**config.mk**
```make
export PLATFORM = sky130hd
export DESIGN_NAME = csh_ctrl
export DESIGN_NICKNAME = d
export VERILOG_FILES = /design/src/sv/csh_pkg.sv /design/src/sv/csh_ctrl.sv
export SDC_FILE = /design/constraint.sdc
export NUM_CORES = 1
export LEC_CHECK = 0
export ABC_AREA = 1
export BUFFER_PORTS_ARGS = -buffer_cell sky130_fd_sc_hd__buf_2
export CORE_AREA = 2 2 39 41
export DETAILED_ROUTE_END_ITERATION = 7
export DIE_AREA = 0 0 41 43
export PLACE_DENSITY = 0.3
export RECOVER_POWER = 100
export SLEW_MARGIN = 15
export SYNTH_ARGS = -nofsm -noshare
export SYNTH_HDL_FRONTEND = slang
export SYNTH_SLANG_ARGS = --single-unit
```
**constraint.sdc**
```tcl
create_clock -name clock -period 0.9 [get_ports clock]
set_input_delay 0.18 -clock clock [delete_from_list [all_inputs] [get_ports clock]]
set_output_delay 0.18 -clock clock [all_outputs]
set_load 0.005 [all_outputs]
```
**src/sv/csh_pkg.sv**
```systemverilog
// Shared constants, codes and handshake structs for the call site histogram.
// No dependencies; used by the core, control and datapath files of the block.
`default_nettype none

package csh_pkg;

   localparam int SITES_DEF        = 64;
   localparam int CALLER_SLOTS_DEF = 16;

   localparam int KIND_W   = 2;
   localparam int SITE_W   = 6;
   localparam int ADDR_W   = 32;
   localparam int RSLOT_W  = 4;
   localparam int STATUS_W = 3;
   localparam int CNT_W    = 32;
   localparam int USED_W   = 5;
   localparam int HIT_W    = 4;
   localparam int INUSE_W  = 7;
   localparam int MASK_W   = 64;
   localparam int CSR_IDX_W  = 1;
   localparam int CSR_DATA_W = 64;

   localparam logic [KIND_W-1:0] KIND_CALL  = 2'd0;
   localparam logic [KIND_W-1:0] KIND_READ  = 2'd1;
   localparam logic [KIND_W-1:0] KIND_CLEAR = 2'd2;

   localparam logic [STATUS_W-1:0] ST_MATCHED    = 3'd0;
   localparam logic [STATUS_W-1:0] ST_ADDED      = 3'd1;
   localparam logic [STATUS_W-1:0] ST_DROPPED    = 3'd2;
   localparam logic [STATUS_W-1:0] ST_COUNT_ONLY = 3'd3;
   localparam logic [STATUS_W-1:0] ST_IGNORED    = 3'd4;
   localparam logic [STATUS_W-1:0] ST_READ       = 3'd5;
   localparam logic [STATUS_W-1:0] ST_CLEARED    = 3'd6;

   localparam logic [CSR_IDX_W-1:0] CSR_SITES_IN_USE  = 1'b0;
   localparam logic [CSR_IDX_W-1:0] CSR_TRACKING_MASK = 1'b1;

   typedef struct packed {
      logic capture;
      logic load_read;
      logic load_scan;
      logic commit;
   } csh_cmd_type;

   typedef struct packed {
      logic out_free;
   } csh_stat_type;

endpackage

`default_nettype wire

```
**src/sv/csh_ctrl.sv**
```systemverilog
// Sequencer for the call site histogram: capture, read, scan, update.
// Depends on csh_pkg for the command and status structs.
`default_nettype none

module csh_ctrl (
   input  wire logic                  clock,
   input  wire logic                  reset,
   input  wire logic                  req_valid,
   output logic                       req_ready,
   input  wire csh_pkg::csh_stat_type stat,
   output csh_pkg::csh_cmd_type       cmd
);

   typedef enum logic [1:0] {
      IDLE,
      READ,
      SCAN,
      UPDATE
   } state_type;

   state_type state_ff, state_in;
   logic      req_ready_ff, req_ready_in;

   always_comb begin
      state_in = state_ff;
      unique case (state_ff)
         IDLE: begin
            if (req_valid && req_ready_ff) begin
               state_in = READ;
            end
         end
         READ:   state_in = SCAN;
         SCAN:   state_in = UPDATE;
         UPDATE: begin
            if (stat.out_free) begin
               state_in = IDLE;
            end
         end
         default: state_in = IDLE;
      endcase
      req_ready_in = (state_in == IDLE);
   end

   always_ff @(posedge clock) begin
      if (reset) begin
         state_ff     <= IDLE;
         req_ready_ff <= 1'b0;
      end else begin
         state_ff     <= state_in;
         req_ready_ff <= req_ready_in;
      end
   end

   assign req_ready     = req_ready_ff;
   assign cmd.capture   = (state_ff == IDLE) && req_valid && req_ready_ff;
   assign cmd.load_read = (state_ff == READ);
   assign cmd.load_scan = (state_ff == SCAN);
   assign cmd.commit    = (state_ff == UPDATE) && stat.out_free;

   assert property (@(posedge clock) disable iff (reset)
      cmd.commit |=> req_ready)
      else $error("request side not reopened after commit");

endmodule

`default_nettype wire

```
==> results.env <==
GRT_PASS1_VIAS=191
REMAINING_GLOBAL_ROUTE_OVERFLOW=0
FINALWEIGHTEDCONGESTION=0.5941
MAX-CAP-VIOLATIONS=0
TIMING.FINAL.WS_SETUP_NS=-0.1799
INSTANCE_COUNT_OF_THE_MAPPED_NETLIST=21
ROUTE.DETAILED.VIAS_PER_INST=3.392
DRC_ERRORS=0
CLK-INSERTION-DELAY-LATE_NS=0.23
CTS_TREE='yes'
POST_DRT_WL_PER_CELL_UM=7.196
CTS_NUM_SINKS=3
GLOBAL_ROUTE_WIRE_LENGTH_BEFORE_REPAIR_UM=621
HOLDCRITPATHCLASS='input port to flip-flop'
SYNTHESIS.NETS=25
TIMING_WORST_SLEW_PIN_VALUE_NS=0.1030
POWER.DENSITY_mW_PER_MM2=1998
DRT.ANTENNA.VIOLATING_NETS=0
DETAILED_PLACE_HPWL_UM=264.2
LAYOUT_WORST_PATH_CYCLE_SHARE=1.200
STATUS='finished with violations'
SYNTH_LARGEST_AREA_CELL='sky130_fd_sc_hd__dfxtp_1'
CRIT_TYPE='flip-flop to output port'
CRITPATHMAXFANOUT=4
DIEWIDTH_UM=41
CP_DATA_ARRIVAL_TIME_NS=0.90
DIE-HEIGHT_UM=43
MAX_CLOCK_FREQ_MHz=926.0
CRIT_PATH_CELL_CHAIN='nor2_4 -> nand2_2 -> inv_1 -> buf_2'
DIE_AREA_MM2=0.001763
MAXSLEWVIOLCOUNT=0
FILLCELLCOUNT=162
GRT_START_MAX_NET_PINS=5
START_KIND='flip-flop'
GRT_USE_TOTAL=0.05817
SETUP_TNS_NS=-0.5677
STATIC-LEAKAGE-POWER_uW=0.0001498
SETUP-VIOLATIONS-FINAL=4
IOS=9
FINALHOLDVIOLCOUNT=0
SYNTHESIS.AREA_PER_INSTANCE_UM2=6.316
CRITPATHMAXSTAGEDELAY_NS=0.35
TRITONCTS.NUM_BUFFERS=3
DETAIL_ROUTE.FIRST_PASS.ITERATIONS=4
SLEW_HEADROOM=0.9313
POST_ROUTE_CELLS_DRIVE_ABOVE_1_SHARE=0.6000
CLOCK_TREE.ROOT_CELL='sky130_fd_sc_hd__clkbuf_4'
CELL_VARIETY_AFTER_SYNTH=7
CRITICAL-PATH-SLOWEST-CELL='sky130_fd_sc_hd__dfxtp_4'
GRT_ANTENNA_BEFORE_REPAIR=0
CLOCKBUFFERDEPTH=2
INSERTEDDIODECOUNT=0
SYNTH_TOP_AREA_SHARE=0.4528
FIRST_ITER_VIOLATIONS=3
FINAL_NET_COUNT=40
INITIAL_UTILIZATION=0.09584
WORST_SETUP_END_KIND='output port'
DETAILROUTE.VIA_COUNT=173
FINALWORSTPATHREQUIREDPERIOD_NS=1.080
AREA.GROWTH.SYNTH_TO_FINAL_PCT=93.40
YS_TOP_CELLS_BY_AREA='sky130_fd_sc_hd__dfxtp_1, sky130_fd_sc_hd__nand2_1, sky130_fd_sc_hd__inv_1'
CTS-HTREE-LEVELS=1
PORT_BUFFERS=8
LARGEST_CLOCK_SKEW_IN_THE_FINAL_DESIGN_NS=0.001599
ROUTED_WL_UM=367
WORST_EP_REQUIRED_TIME_NS=0.72
UNREPAIRED_SETUP_ENDPOINTS_AFTER_GLOBAL_ROUTING='yes'
VIOLATED_CHECKS='negative setup slack'
POST_PLACEMENT_WORST_SETUP_SLACK_NS=0.04458
PLACEABLECOREAREA_MM2=0.001384
YS_FF_LATCH=3
NETLIST_AREA_BEFORE_PLACEMENT_UM2=132.6
SEQ_AREA_FRAC_SYNTH=0.4528
CLOCK_INPUT_TRANSITION_AT_THE_SEQUENTIAL_CELLS_OF_THE_WORST_SETUP_AND_HOLD_PATHS_NS=0.04
FLOORPLAN.ROWS=14
SYNTH_WARNINGS=0
IR_WORST_VDD_mV=0.3275
[where the power goes]
| group | internal (µW) | total (µW) | switching (µW) |
|---|---|---|---|
| Clock | 166 | 228 | 62.4 |
| Combinational | 57.5 | 111 | 53.9 |
| Sequential | 153 | 173 | 19.6 |
| Total | 377 | 512 | 136 |
[repair_timing]
item,CTS,global route
endpoints found under the setup margin,4,4
hold buffers,0,0
pin swaps,2,2
gates resized for setup,4,6
setup buffers,2,0
[cell usage after synthesis (all sizes together)]
master,count
nand2,7
a21oi,2
inv,5
nor2,4
dfxtp,3
[registers in the layout, summed over array words and instances, names as in the netlist]
signal	flops
state_ff	2
req_ready	1
[metrics by stage]
step                      std cells  power, µW  hold slack, ns  area (µm²)    util
after detailed placement         45      249.9          0.3657       192.7  0.1392
after floorplan                  21      211.9          0.2491       132.6       -
after CTS                        51      508.6          0.1137       239.0  0.1727
final                            51      512.5          0.1223       256.5  0.1854
after global routing             51      563.6          0.1136       256.5  0.1854
after global placement           45      249.7          0.3702       192.7  0.1392
[worst paths after layout]
kind / startpoint / to / slack, ns / cells past startpoint
max reg2reg: state_ff[1]$_SDFF_PP0_ / state_ff[1]$_SDFF_PP0_ / 0.10 / 4
min: reset / state_ff[0]$_SDFF_PP0_ / 0.12 / 2
max: state_ff[0]$_SDFF_PP0_ / cmd[3] / -0.18 / 4
min reg2reg: req_ready$_SDFF_PP0_ / state_ff[0]$_SDFF_PP0_ / 0.56 / 4
[cells in the final DEF (no fill, tap or decap)]
master	n
sky130_fd_sc_hd__dfxtp_4	2
sky130_fd_sc_hd__dfxtp_1	1
sky130_fd_sc_hd__nand2_1	4
sky130_fd_sc_hd__a21oi_1	2
sky130_fd_sc_hd__inv_1	3
sky130_fd_sc_hd__nor2_4	1
sky130_fd_sc_hd__clkbuf_1	1
sky130_fd_sc_hd__buf_2	8
sky130_fd_sc_hd__buf_4	2
sky130_fd_sc_hd__nor2_1	3
sky130_fd_sc_hd__clkbuf_4	3
sky130_fd_sc_hd__inv_2	1
sky130_fd_sc_hd__nand2_2	3
sky130_fd_sc_hd__inv_4	1
[routing by layer]
metal / up-vias / global-route usage / routed length [µm]
met3: 0 / 0.02618 / 34
met5: - / 0 / 0
met1: 75 / 0.04808 / 133
met2: 7 / 0.08125 / 198
li1: 91 / - / -
met4: 0 / 0.08000 / 0
[cell families (layout without fill, tap and decap cells)]
| logic type | count (synthesis) | in the layout | synth area share |
|---|---|---|---|
| buffers and inverters | 5 | 19 | 0.1414 |
| AO/OA/AOI/OAI | 2 | 2 | 0.07547 |
| AND/OR/NAND/NOR | 11 | 11 | 0.3302 |
| flip-flops | 3 | 3 | 0.4528 |
[worst max-delay path: cells and delay by family, from the launching register on]
family                 cells  cell delay, ns
flip-flops                 1            0.35
AND/OR/NAND/NOR            2            0.17
buffers and inverters      2            0.15
[layout make-up]
cell class / count / area [µm²] / share of cell area
sequential: 3 / 67.56 / 0.2634
multi-input combinational: 13 / 66.31 / 0.2585
timing repair buffer: 10 / 55.05 / 0.2146
clock buffer: 4 / 26.28 / 0.1024
inverter: 5 / 21.27 / 0.08293
tap: 16 / 20.02 / 0.07805
Power figures use the tool's default switching activity.
